[src/design/akd_pkg.sv]
// ----------------------------------------------------------------------------
// akd_pkg
// Shared types and codes for the analog keypad debouncer: key codes, request
// kinds, configuration register indexes and reset values.
// ----------------------------------------------------------------------------
package akd_pkg;

	typedef logic [2:0] key_t;

	localparam key_t KEY_LEFT   = 3'd0;
	localparam key_t KEY_UP     = 3'd1;
	localparam key_t KEY_DOWN   = 3'd2;
	localparam key_t KEY_RIGHT  = 3'd3;
	localparam key_t KEY_CENTER = 3'd4;
	localparam key_t KEY_NONE   = 3'd5;

	typedef logic [1:0] kind_t;

	localparam kind_t KIND_SAMPLE = 2'd0;
	localparam kind_t KIND_TICK   = 2'd1;
	localparam kind_t KIND_TAKE   = 2'd2;
	localparam kind_t KIND_CLEAR  = 2'd3;

	localparam int SAMPLE_W  = 10;
	localparam int DEBOUNCE_W = 8;
	localparam int DELAY_W   = 32;
	localparam int CFG_IDX_W = 3;
	localparam int CFG_DATA_W = 32;

	typedef logic [SAMPLE_W-1:0]   sample_t;
	typedef logic [DEBOUNCE_W-1:0] count_t;
	typedef logic [DELAY_W-1:0]    delay_t;
	typedef logic [CFG_IDX_W-1:0]  cfg_idx_t;

	localparam cfg_idx_t REG_LIMIT_LEFT      = 3'd0;
	localparam cfg_idx_t REG_LIMIT_UP        = 3'd1;
	localparam cfg_idx_t REG_LIMIT_DOWN      = 3'd2;
	localparam cfg_idx_t REG_LIMIT_RIGHT     = 3'd3;
	localparam cfg_idx_t REG_LIMIT_CENTER    = 3'd4;
	localparam cfg_idx_t REG_DEBOUNCE_NEEDED = 3'd5;
	localparam cfg_idx_t REG_REPEAT_DELAY    = 3'd6;

	localparam sample_t RST_LIMIT_LEFT   = 10'd50;
	localparam sample_t RST_LIMIT_UP     = 10'd200;
	localparam sample_t RST_LIMIT_DOWN   = 10'd400;
	localparam sample_t RST_LIMIT_RIGHT  = 10'd600;
	localparam sample_t RST_LIMIT_CENTER = 10'd800;
	localparam count_t  RST_DEBOUNCE     = 8'd5;
	localparam delay_t  RST_REPEAT_DELAY = 32'd0;

	localparam count_t COUNT_MAX = 8'd255;

	typedef struct packed {
		sample_t limit_left;
		sample_t limit_up;
		sample_t limit_down;
		sample_t limit_right;
		sample_t limit_center;
		count_t  debounce_needed;
		delay_t  repeat_delay;
	} cfg_t;

	typedef struct packed {
		logic got_press;
		key_t pressed_button;
	} result_t;

endpackage

[src/design/akd_decode.sv]
// ----------------------------------------------------------------------------
// akd_decode
// Sort one ADC sample into a key code by five band limits checked in order.
// ----------------------------------------------------------------------------
module akd_decode (
	input  akd_pkg::sample_t adc_sample,
	input  akd_pkg::cfg_t    cfg,
	output akd_pkg::key_t    code
);
	import akd_pkg::*;

	// First limit the sample falls below wins; bands may be empty.
	always_comb begin
		if (adc_sample < cfg.limit_left) begin
			code = KEY_LEFT;
		end else if (adc_sample < cfg.limit_up) begin
			code = KEY_UP;
		end else if (adc_sample < cfg.limit_down) begin
			code = KEY_DOWN;
		end else if (adc_sample < cfg.limit_right) begin
			code = KEY_RIGHT;
		end else if (adc_sample < cfg.limit_center) begin
			code = KEY_CENTER;
		end else begin
			code = KEY_NONE;
		end
	end

endmodule

[src/design/akd_state.sv]
// ----------------------------------------------------------------------------
// akd_state
// Debounce state: previous code, repeat counter, pending flag, latched key
// and lockout countdown. Update on each advancing request; form its result.
// ----------------------------------------------------------------------------
module akd_state (
	input  logic             clk,
	input  logic             arst_n,
	input  logic             advance,
	input  akd_pkg::kind_t   kind,
	input  akd_pkg::key_t    code,
	input  akd_pkg::cfg_t    cfg,
	output akd_pkg::result_t result
);
	import akd_pkg::*;

	key_t   previous_code_q;
	count_t repeat_count_q;
	logic   press_pending_q;
	key_t   latched_key_q;
	delay_t lockout_left_q;

	key_t   previous_code_d;
	count_t repeat_count_d;
	logic   press_pending_d;
	key_t   latched_key_d;
	delay_t lockout_left_d;
	count_t count_inc;
	logic   blocked;

	assign blocked   = press_pending_q || (lockout_left_q != '0);
	assign count_inc = (repeat_count_q == COUNT_MAX) ? repeat_count_q
		: repeat_count_q + count_t'(1);

	always_comb begin
		previous_code_d = previous_code_q;
		repeat_count_d  = repeat_count_q;
		press_pending_d = press_pending_q;
		latched_key_d   = latched_key_q;
		lockout_left_d  = lockout_left_q;
		case (kind)
			KIND_SAMPLE: begin
				if (!blocked) begin
					if (code == previous_code_q) begin
						repeat_count_d = count_inc;
						if (code != KEY_NONE && count_inc > cfg.debounce_needed) begin
							latched_key_d   = code;
							press_pending_d = 1'b1;
							lockout_left_d  = cfg.repeat_delay;
						end
					end else begin
						repeat_count_d = '0;
					end
					previous_code_d = code;
				end
			end
			KIND_TICK: begin
				if (lockout_left_q != '0) begin
					lockout_left_d = lockout_left_q - delay_t'(1);
				end
			end
			KIND_TAKE: begin
				press_pending_d = 1'b0;
			end
			default: begin
				previous_code_d = KEY_NONE;
			end
		endcase
	end

	// Take reports the flag before clearing; all others report it after.
	always_comb begin
		result.got_press      = (kind == KIND_TAKE) ? press_pending_q : press_pending_d;
		result.pressed_button = latched_key_d;
	end

	always_ff @(posedge clk or negedge arst_n) begin
		if (!arst_n) begin
			previous_code_q <= KEY_NONE;
			repeat_count_q  <= '0;
			press_pending_q <= 1'b0;
			latched_key_q   <= KEY_NONE;
			lockout_left_q  <= '0;
		end else if (advance) begin
			previous_code_q <= previous_code_d;
			repeat_count_q  <= repeat_count_d;
			press_pending_q <= press_pending_d;
			latched_key_q   <= latched_key_d;
			lockout_left_q  <= lockout_left_d;
		end
	end

	a_pending_has_key: assert property (@(posedge clk) disable iff (!arst_n)
		press_pending_q |-> (latched_key_q != KEY_NONE))
		else $error("pending flag set without a latched key");

	a_take_clears: assert property (@(posedge clk) disable iff (!arst_n)
		(advance && kind == KIND_TAKE) |=> !press_pending_q)
		else $error("take did not clear the pending flag");

	a_blocked_sample_holds: assert property (@(posedge clk) disable iff (!arst_n)
		(advance && kind == KIND_SAMPLE && blocked) |=>
		($stable(previous_code_q) && $stable(repeat_count_q) && $stable(latched_key_q)))
		else $error("sample changed state during lockout");

endmodule

[src/design/analog_keypad_debouncer.sv]
// ----------------------------------------------------------------------------
// analog_keypad_debouncer
// Five-key resistor-ladder keypad decoder with debounce and repeat lockout.
// ----------------------------------------------------------------------------
//  channel  | direction | handshake           | payload
//  ---------+-----------+---------------------+-------------------------------
//  in       | input     | in_valid / in_stall | kind, adc_sample
//  out      | output    | out_valid/out_stall | got_press, pressed_button
//  cfg      | input     | cfg_we (no wait)    | cfg_index, cfg_data
//
//  One result per request; the request waits in the input register, then
//  its result is loaded into the result register, where out_valid rises.
//  A new request is taken every cycle while the output is not stalled; the
//  single state update between the input register and the result register
//  sets that rate.
//  arst_n resets the debounce state, reloads register defaults, and empties both stages.
//  out_stall holds the result register; the input register then fills and
//  in_stall rises in the same cycle the held request cannot move on.
// ----------------------------------------------------------------------------
module analog_keypad_debouncer (
	input  logic                  clk,
	input  logic                  arst_n,

	input  logic                  in_valid,
	output logic                  in_stall,
	input  akd_pkg::kind_t        kind,
	input  akd_pkg::sample_t      adc_sample,

	output logic                  out_valid,
	input  logic                  out_stall,
	output logic                  got_press,
	output akd_pkg::key_t         pressed_button,

	input  logic                  cfg_we,
	input  akd_pkg::cfg_idx_t     cfg_index,
	input  logic [akd_pkg::CFG_DATA_W-1:0] cfg_data
);
	import akd_pkg::*;

	// Configuration registers.
	cfg_t cfg_q;

	// Input register stage.
	logic    valid_s1;
	kind_t   kind_s1;
	sample_t sample_s1;

	// Result register.
	logic    out_valid_q;
	result_t result_q;

	key_t    code;
	result_t result;
	logic    advance;
	logic    load_s1;

	// Move the held request forward when the result register is free or
	// being drained this cycle.
	assign advance  = valid_s1 && (!out_valid_q || !out_stall);
	assign in_stall = valid_s1 && !advance;
	assign load_s1  = in_valid && !in_stall;

	always_ff @(posedge clk or negedge arst_n) begin
		if (!arst_n) begin
			cfg_q.limit_left      <= RST_LIMIT_LEFT;
			cfg_q.limit_up        <= RST_LIMIT_UP;
			cfg_q.limit_down      <= RST_LIMIT_DOWN;
			cfg_q.limit_right     <= RST_LIMIT_RIGHT;
			cfg_q.limit_center    <= RST_LIMIT_CENTER;
			cfg_q.debounce_needed <= RST_DEBOUNCE;
			cfg_q.repeat_delay    <= RST_REPEAT_DELAY;
		end else if (cfg_we) begin
			unique case (cfg_index)
				REG_LIMIT_LEFT:      cfg_q.limit_left      <= cfg_data[SAMPLE_W-1:0];
				REG_LIMIT_UP:        cfg_q.limit_up        <= cfg_data[SAMPLE_W-1:0];
				REG_LIMIT_DOWN:      cfg_q.limit_down      <= cfg_data[SAMPLE_W-1:0];
				REG_LIMIT_RIGHT:     cfg_q.limit_right     <= cfg_data[SAMPLE_W-1:0];
				REG_LIMIT_CENTER:    cfg_q.limit_center    <= cfg_data[SAMPLE_W-1:0];
				REG_DEBOUNCE_NEEDED: cfg_q.debounce_needed <= cfg_data[DEBOUNCE_W-1:0];
				REG_REPEAT_DELAY:    cfg_q.repeat_delay    <= cfg_data[DELAY_W-1:0];
				default: begin
					// Drop writes to unused indexes.
				end
			endcase
		end
	end

	// Input stage valid: fill on accept, empty when the request advances.
	always_ff @(posedge clk or negedge arst_n) begin
		if (!arst_n) begin
			valid_s1 <= 1'b0;
		end else if (load_s1) begin
			valid_s1 <= 1'b1;
		end else if (advance) begin
			valid_s1 <= 1'b0;
		end
	end

	// Payload: hold while stalled, capture on accept.
	always_ff @(posedge clk) begin
		if (load_s1) begin
			kind_s1   <= kind;
			sample_s1 <= adc_sample;
		end
	end

	akd_decode u_decode (
		.adc_sample (sample_s1),
		.cfg        (cfg_q),
		.code       (code)
	);

	akd_state u_state (
		.clk     (clk),
		.arst_n  (arst_n),
		.advance (advance),
		.kind    (kind_s1),
		.code    (code),
		.cfg     (cfg_q),
		.result  (result)
	);

	// Result register: load on advance, clear once drained.
	always_ff @(posedge clk or negedge arst_n) begin
		if (!arst_n) begin
			out_valid_q <= 1'b0;
		end else if (advance) begin
			out_valid_q <= 1'b1;
		end else if (!out_stall) begin
			out_valid_q <= 1'b0;
		end
	end

	always_ff @(posedge clk) begin
		if (advance) begin
			result_q <= result;
		end
	end

	assign out_valid      = out_valid_q;
	assign got_press      = result_q.got_press;
	assign pressed_button = result_q.pressed_button;

	a_stall_needs_item: assert property (@(posedge clk) disable iff (!arst_n)
		in_stall |-> (valid_s1 && out_valid_q && out_stall))
		else $error("input stalled without a blocked request");

	a_held_request_stable: assert property (@(posedge clk) disable iff (!arst_n)
		(valid_s1 && !advance) |=> (valid_s1 && $stable(kind_s1) && $stable(sample_s1)))
		else $error("held request lost or changed");

	a_result_held: assert property (@(posedge clk) disable iff (!arst_n)
		(out_valid_q && out_stall) |=> (out_valid_q && $stable(result_q)))
		else $error("stalled result changed");

endmodule

[config.mk]
export PLATFORM = sky130hd
export DESIGN_NAME = analog_keypad_debouncer
export DESIGN_NICKNAME = d
export VERILOG_FILES = /design/src/design/akd_pkg.sv /design/src/design/akd_decode.sv /design/src/design/akd_state.sv /design/src/design/analog_keypad_debouncer.sv
export SDC_FILE = /design/constraint.sdc
export NUM_CORES = 1
export LEC_CHECK = 0
export BUFFER_PORTS_ARGS = -buffer_cell sky130_fd_sc_hd__buf_4
export CORE_MARGIN = 2
export CORE_UTILIZATION = 50
export DETAILED_ROUTE_END_ITERATION = 8
export GPL_ROUTABILITY_DRIVEN = 0
export PLACE_DENSITY = 0.71
export SYNTH_ARGS = -nofsm -noshare
export SYNTH_HDL_FRONTEND = slang
export SYNTH_SLANG_ARGS = --single-unit
[constraint.sdc]
create_clock -name clk -period 3.8 [get_ports clk]
set_input_delay 0.57 -clock clk [delete_from_list [all_inputs] [get_ports clk]]
set_output_delay 0.57 -clock clk [all_outputs]
set_load 0.01 [all_outputs]
==> results.yml, run 1 <==
global_routing:
  use_met2: 0.3396
  grt_pass1_vias: 6254
  antenna_found_initial: 0
  grt_use_total: 0.2275
  overflow: 0
  top_usage_layer: "met2"
  gr-usage-met3: 0.04989
  grt_use_met1: 0.3339
  grt_max_degree: 81
  grt_pass1_wl_um: 32240
placement:
  dp_slack_ps: 146.7
  place_inst: 1125
  place.detailed.hpwl_um: 13300
  post_dp_cell_area_um2: 9273
  portBuffers: 57
clock_network:
  ctsHoldBuffers: 0
  clk_latency_ps: 430
  cts_made_buffers: 17
  clock-sinks: 155
  cts-root-buf: "clkbuf_16"
  cts_htree_levels: 4
  clk_pin_slew_ps: 70
  cts_tree: "built"
  clockBufferDepth: 2
die:
  io_pins: 58
  initial_core_util: 0.5105
  fp.dieH_um: 134.1
  rows: 47
  core_um2: 16580
  dieArea_um2: 17990
  die_w_um: 134.1
final_layout:
  layout.nets: 1034
  final_cells: 1157
  antenna_cells: 0
  fillers: 1446
  layout-drive-gt1-share: 0.2316
  final_util: 0.5951
  area.growth.synth_to_final_pct: 16.58
  design_area_um2: 9869
synth:
  synth_top_family_by_area: "simple AND/OR/NAND/NOR gates"
  syn-mean-instance-area_um2: 9.901
  yosys.area_share.simple: 0.1645
  synthXorXnorAreaFrac: 0.005173
  synth_edf_count: 16
  synth_compound_area_frac: 0.1403
  synthArstFlopShare: 0.8968
  synthMuxAreaShare: 0.08705
  ys.flop_type: "dfrtp_1"
  synth_seq_cells: 155
  synthAdderAreaFrac: 0.08572
  yosysWarnings: 0
  synth_cell_types: 59
  netlist_instances: 855
  synth_area_um2: 8466
  yosysSeqAreaShare: 0.4709
  synthesis.nets: 965
sta:
  fmax_mhz: 278.4
  finalCritPeriodShare: 0.9452
  finalCriticalPeriod_ps: 3592
  setup_viol: 0
  hold_slack_ps: 166.6
  final-hold-violation-count: 0
  worst_pin_slew_ps: 747.9
  fin_tns_setup_ps: 0
  slew_headroom: 0.5014
  setup_slack_ps: 208.3
  slew_viol_final: 0
  skew_ps: 10.57
detailed_routing:
  drtAntennaViolNets: 0
  drc: 0
  dr.pass1.iters: 6
  wl_um: 19040
  wl_per_cell_um: 16.46
  drt_iter0_drc: 459
  num_vias: 6531
  viasPerCell: 5.645
run_status:
  outcome: "complete, no violations"
power:
  p_per_area_nw_per_um2: 520.2
  ir_drop_v: 0.0003569
  totalPowerFinal_mw: 5.135
  p_leak_nw: 4.346
setup_path:
  worstRegToRegCells: 15
  r2r-end: "pressed_button[1]$_DFFE_PP_"
  r2r_slack_ps: 210
  cp-start-kind: "flip-flop"
  r2r-start: "u_state.repeat_count_q[0]$_DFFE_PN0P_"
  critPathMaxFanout: 5
  critical_path_class: "flip-flop to flip-flop"
  arrival_ps: 3770
  crit_required_ps: 3980
  cp-end-kind: "flip-flop"
job:
  drv_cap: 0
min_path:
  hp-class: "input port to asynchronous set/reset pin"
cell usage after synthesis (18+ instances only):
| cell | count | area (um2) |
|---|---|---|
| a21oi_1 | 52 | 260.3 |
| clkbuf_1 | 28 | 105.1 |
| dfrtp_1 | 117 | 2928 |
| dfstp_2 | 22 | 578.1 |
| ha_1 | 58 | 725.7 |
| inv_1 | 70 | 262.8 |
| mux2_2 | 61 | 686.9 |
| nand2_1 | 81 | 304.0 |
| nand3_1 | 39 | 195.2 |
| nor2_1 | 43 | 161.4 |
| nor3_1 | 18 | 90.09 |
| o21ai_0 | 68 | 340.3 |
state kept, by name, summed over array words and instances, names as in the netlist:
name and cells:
valid_s1 1, cfg_q 90, u_state.previous_code_q 3, sample_s1 10
u_state.press_pending_q 1, out_valid 1, pressed_button 3, kind_s1 2
u_state.latched_key_q 3, u_state.repeat_count_q 8, u_state.lockout_left_q 32, got_press 1
layer usage:
metal,part of all wire,up-vias
met2,0.45,142
met5,0,-
li1,-,3213
met3,0.048,23
met4,0.013,0
met1,0.49,3153
worst max-delay path, cell delays in order (launching register included):
cell and delay [ps]:
dfrtp_1 430, ha_2 230, nand2_1 90, nor2_2 150, nand3_1 130, mux2_2 310
ha_1 290, nor2b_1 110, o21ai_0 80, nand2b_1 80, a21oi_1 60, o31ai_1 210
o2111ai_1 180, or2_2 320, or3_4 390, mux2_2 280
where the power goes:
part           switching, mW  leakage, nW  internal [mW]
Combinational          0.672         2.23          0.548
Sequential             0.199         1.84           2.01
Clock                  0.731        0.279          0.976
Total                   1.60         4.35           3.53
timing repair:
item                                    CTS  global route
gates resized for setup                   0             3
setup buffers                             0             0
endpoints found under the setup margin    0             4
layout make-up:
type / count / area [um2] / share of cell area
Tap cell: 220 / 275.3 / 0.02789
Sequential cell: 155 / 3986 / 0.4039
Inverter: 70 / 262.8 / 0.02662
Clock buffer: 17 / 425.4 / 0.04310
Timing Repair Buffer: 82 / 644.4 / 0.06529
Clock inverter: 15 / 161.4 / 0.01635
Multi-Input combinational cell: 598 / 4114 / 0.4168
cell families (layout without fill, tap and decap cells):
kind of cell	Yosys count	in the layout
multiplexers	66	66
adder cells (fa/ha/maj)	58	58
flip-flops	155	155
AO/OA/AOI/OAI	199	199
buffers and inverters	102	184
XOR/XNOR	5	5
AND/OR/NAND/NOR	270	270
worst max path at each step:
| stage | start | endpoint | slack [ps] | cells after the start |
|---|---|---|---|---|
| after floorplan | u_state.repeat_count_q[0]$_DFFE_PN0P_ | pressed_button[1]$_DFFE_PP_ | 260 | 15 |
| after global placement | u_state.repeat_count_q[0]$_DFFE_PN0P_ | pressed_button[2]$_DFFE_PP_ | 190 | 15 |
| after detailed placement | u_state.repeat_count_q[0]$_DFFE_PN0P_ | pressed_button[1]$_DFFE_PP_ | 150 | 15 |
| after CTS | u_state.repeat_count_q[0]$_DFFE_PN0P_ | pressed_button[1]$_DFFE_PP_ | 110 | 15 |
| after global routing | u_state.repeat_count_q[0]$_DFFE_PN0P_ | pressed_button[1]$_DFFE_PP_ | -8 | 15 |
| final | u_state.repeat_count_q[0]$_DFFE_PN0P_ | pressed_button[1]$_DFFE_PP_ | 210 | 15 |
placed cells by master, fill, tap and decap left out, drive strengths merged, types with 17 or more instances in the layout:
master    n
o21ai    70
buf      82
nor2     43
a21oi    52
ha       58
dfrtp   117
mux2     61
dfstp    22
inv      75
nor3     19
clkbuf   17
nand3    39
nand2    83
No activity file was read; power rests on OpenSTA's default activity.
==> inputs of run 2 (changes only) <==
- CAP_MARGIN: not set -> 15
- CORE_MARGIN: 2 -> 4
- PLACE_DENSITY: 0.71 -> 0.74
- clock period: 3.8 -> 3.1 ns (I/O delays scaled with it)
==> run 2 against run 1 <==
The run now ends with setup timing left. Hold slack lost 100 ps. Fmax grew 5.5%. Register-to-register slack got worse by 510 ps. Worst setup slack lost 510 ps. Clock skew shrank 2.5 ps. Global-route usage shrank 1.6 points. Largest cell class unchanged. Wire length increased by 10%. Die area rose by 6.1%. Critical path type unchanged. First-iteration DRC count increased by 39%. Sequential power up 23%.
==> results.yml, run 2 (synthesis gave the netlist of run 1 again) <==
sta:
  slew_headroom: 0.4800
  slew_viol_final: 0
  finalCriticalPeriod_ps: 3406
  grt_setup_unrepaired: "true"
  setup_viol: 39
  finalCritPeriodShare: 1.099
  worst_pin_slew_ps: 780.0
  skew_ps: 8.068
  fmax_mhz: 293.6
  setup_slack_ps: -305.8
  final-hold-violation-count: 0
  fin_tns_setup_ps: -7812
setup_path:
  slowest_stage: "dfrtp_1"
  path_cells: "ha_2 -> nand2_2 -> nor2_4 -> nand3_4 -> mux2_4 -> ha_4 -> nor2b_4 -> o21ai_2 -> nand2b_1 -> a21oi_2 -> o31ai_2 -> o2111ai_2 -> or2_4 -> or3_4 -> mux2_2"
  r2r-start: "u_state.repeat_count_q[1]$_DFFE_PN0P_"
  crit_family: "simple AND/OR/NAND/NOR gates"
  critPathMaxFanout: 3
  r2r-end: "pressed_button[2]$_DFFE_PP_"
  critical_path_class: "flip-flop to flip-flop"
  slowest_delay_ps: 350
  critPathBufInv: 0
  arrival_ps: 3580
  cp-end-kind: "flip-flop"
  cp-start-kind: "flip-flop"
  crit_required_ps: 3280
  worstRegToRegCells: 15
  r2r_slack_ps: -310
placement:
  portBuffers: 57
  place_inst: 1179
  place.detailed.hpwl_um: 14140
  dp_slack_ps: -296.1
final_layout:
  area.growth.synth_to_final_pct: 27.16
  largest_reg_flops: 90
  final_cell_mix: "127 x buf_4, 117 x dfrtp_1, 79 x nand2_1"
  regMostFlops: "cfg_q"
  antenna_cells: 0
  final_util: 0.6492
  final_cells: 1216
  layout.nets: 1093
  reg.largest.list: "cfg_q (90), u_state.lockout_left_q (32), sample_s1 (10)"
  layout-drive-gt1-share: 0.3313
  final_common_cell: "buf_4"
clock_network:
  ctsHoldBuffers: 0
  cts_tree: "built"
  clk_latency_ps: 430
  clk_pin_slew_ps: 60
  cts_made_buffers: 17
  cts_htree_levels: 4
  clockBufferDepth: 2
  cts-root-buf: "clkbuf_16"
  clock-sinks: 155
detailed_routing:
  viasPerCell: 5.785
  wl_per_cell_um: 17.24
  wl_um: 20960
  dr.pass1.iters: 5
  drt_iter0_drc: 638
  drc: 0
  drtAntennaViolNets: 0
  num_vias: 7034
job:
  drv_cap: 0
die:
  fp.dieH_um: 138.1
  initial_core_util: 0.5105
  core_um2: 16580
  io_pins: 58
  dieArea_um2: 19080
  rows: 47
  die_w_um: 138.1
power:
  switching_share: 0.3103
  switching_power_mw: 2.064
  seqPwrFrac: 0.409
  ir_drop_v: 0.0004732
  totalPowerFinal_mw: 6.652
  cellInternalPower_mw: 4.588
  combinationalPowerShare: 0.277
  clkPwrFrac: 0.313
  p_leak_nw: 4.754
  p_per_area_nw_per_um2: 617.9
run_status:
  outcome: "complete, but fails checks"
  violations: "setup timing"
global_routing:
  antenna_found_initial: 0
  overflow: 0
  grt_use_total: 0.2118
  grt_max_degree: 82
  grt_pass1_wl_um: 33220
  grt_pass1_vias: 6686
min_path:
  hp-class: "input port to asynchronous set/reset pin"
==> run 2: worst max path at each step <==
stage / cells after the start / from / endpoint / slack [ps]
floorplan: 15 / u_state.repeat_count_q[0]$_DFFE_PN0P_ / pressed_button[1]$_DFFE_PP_ / -220
global placement: 15 / u_state.repeat_count_q[1]$_DFFE_PN0P_ / pressed_button[1]$_DFFE_PP_ / -230
detailed placement: 15 / u_state.repeat_count_q[1]$_DFFE_PN0P_ / pressed_button[2]$_DFFE_PP_ / -300
CTS: 15 / u_state.repeat_count_q[1]$_DFFE_PN0P_ / pressed_button[2]$_DFFE_PP_ / -260
global route: 19 / u_state.repeat_count_q[0]$_DFFE_PN0P_ / u_state.lockout_left_q[10]$_DFFE_PN0P_ / -490
finish: 15 / u_state.repeat_count_q[1]$_DFFE_PN0P_ / pressed_button[2]$_DFFE_PP_ / -310
==> run 2: metal layers <==
metal | global-route usage | wire length (um) | vias up
met5 | 0 | 0 | -
met4 | 0.06500 | 420 | 0
met3 | 0.04075 | 878 | 36
met2 | 0.3353 | 10070 | 183
met1 | 0.2976 | 9597 | 3477
li1 | - | - | 3338
==> run 2: worst register-to-register path, cell delays in order (launching register included) <==
cell,delay (ps)
dfrtp_1,350
ha_2,190
nand2_2,80
nor2_4,160
nand3_4,90
mux2_4,330
ha_4,270
nor2b_4,140
o21ai_2,50
nand2b_1,80
a21oi_2,60
o31ai_2,260
o2111ai_2,180
or2_4,290
or3_4,340
mux2_2,280
==> run 2: repair_timing <==
item / CTS / global route
cloned: 0 / 1
setup buffers: 2 / 3
gates resized for setup: 16 / 76
pin swaps: 8 / 27
endpoints found under the setup margin: 41 / 45
==> run 2: stage by stage <==
step	hold slack (ps)	cell area (um2)
after floorplan	169.4	8507
after global placement	481.4	9742
after detailed placement	481.7	9742
after CTS	111.8	10410
after global routing	132.9	10770
final	66.07	10770
==> run 2: power by group through the flow <==
stage | Clock (mW) | Combinational [mW] | Sequential [mW]
final | 2.08 | 1.84 | 2.72
after global routing | 2.20 | 2.05 | 2.76
after CTS | 2.10 | 1.67 | 2.70
after detailed placement | 0 | 1.64 | 2.73
after global placement | 0 | 1.58 | 2.71
after floorplan | 0 | 1.05 | 2.66
==> run 2: layout make-up <==
class                           instances  area (um2)
Tap cell                              220       275.3
Clock buffer                           25       518.0
Sequential cell                       155        3986
Timing Repair Buffer                  141        1160
Fill cell                            1268        5818
Clock inverter                          7       77.57
Inverter                               70       262.8
Multi-Input combinational cell        598        4486
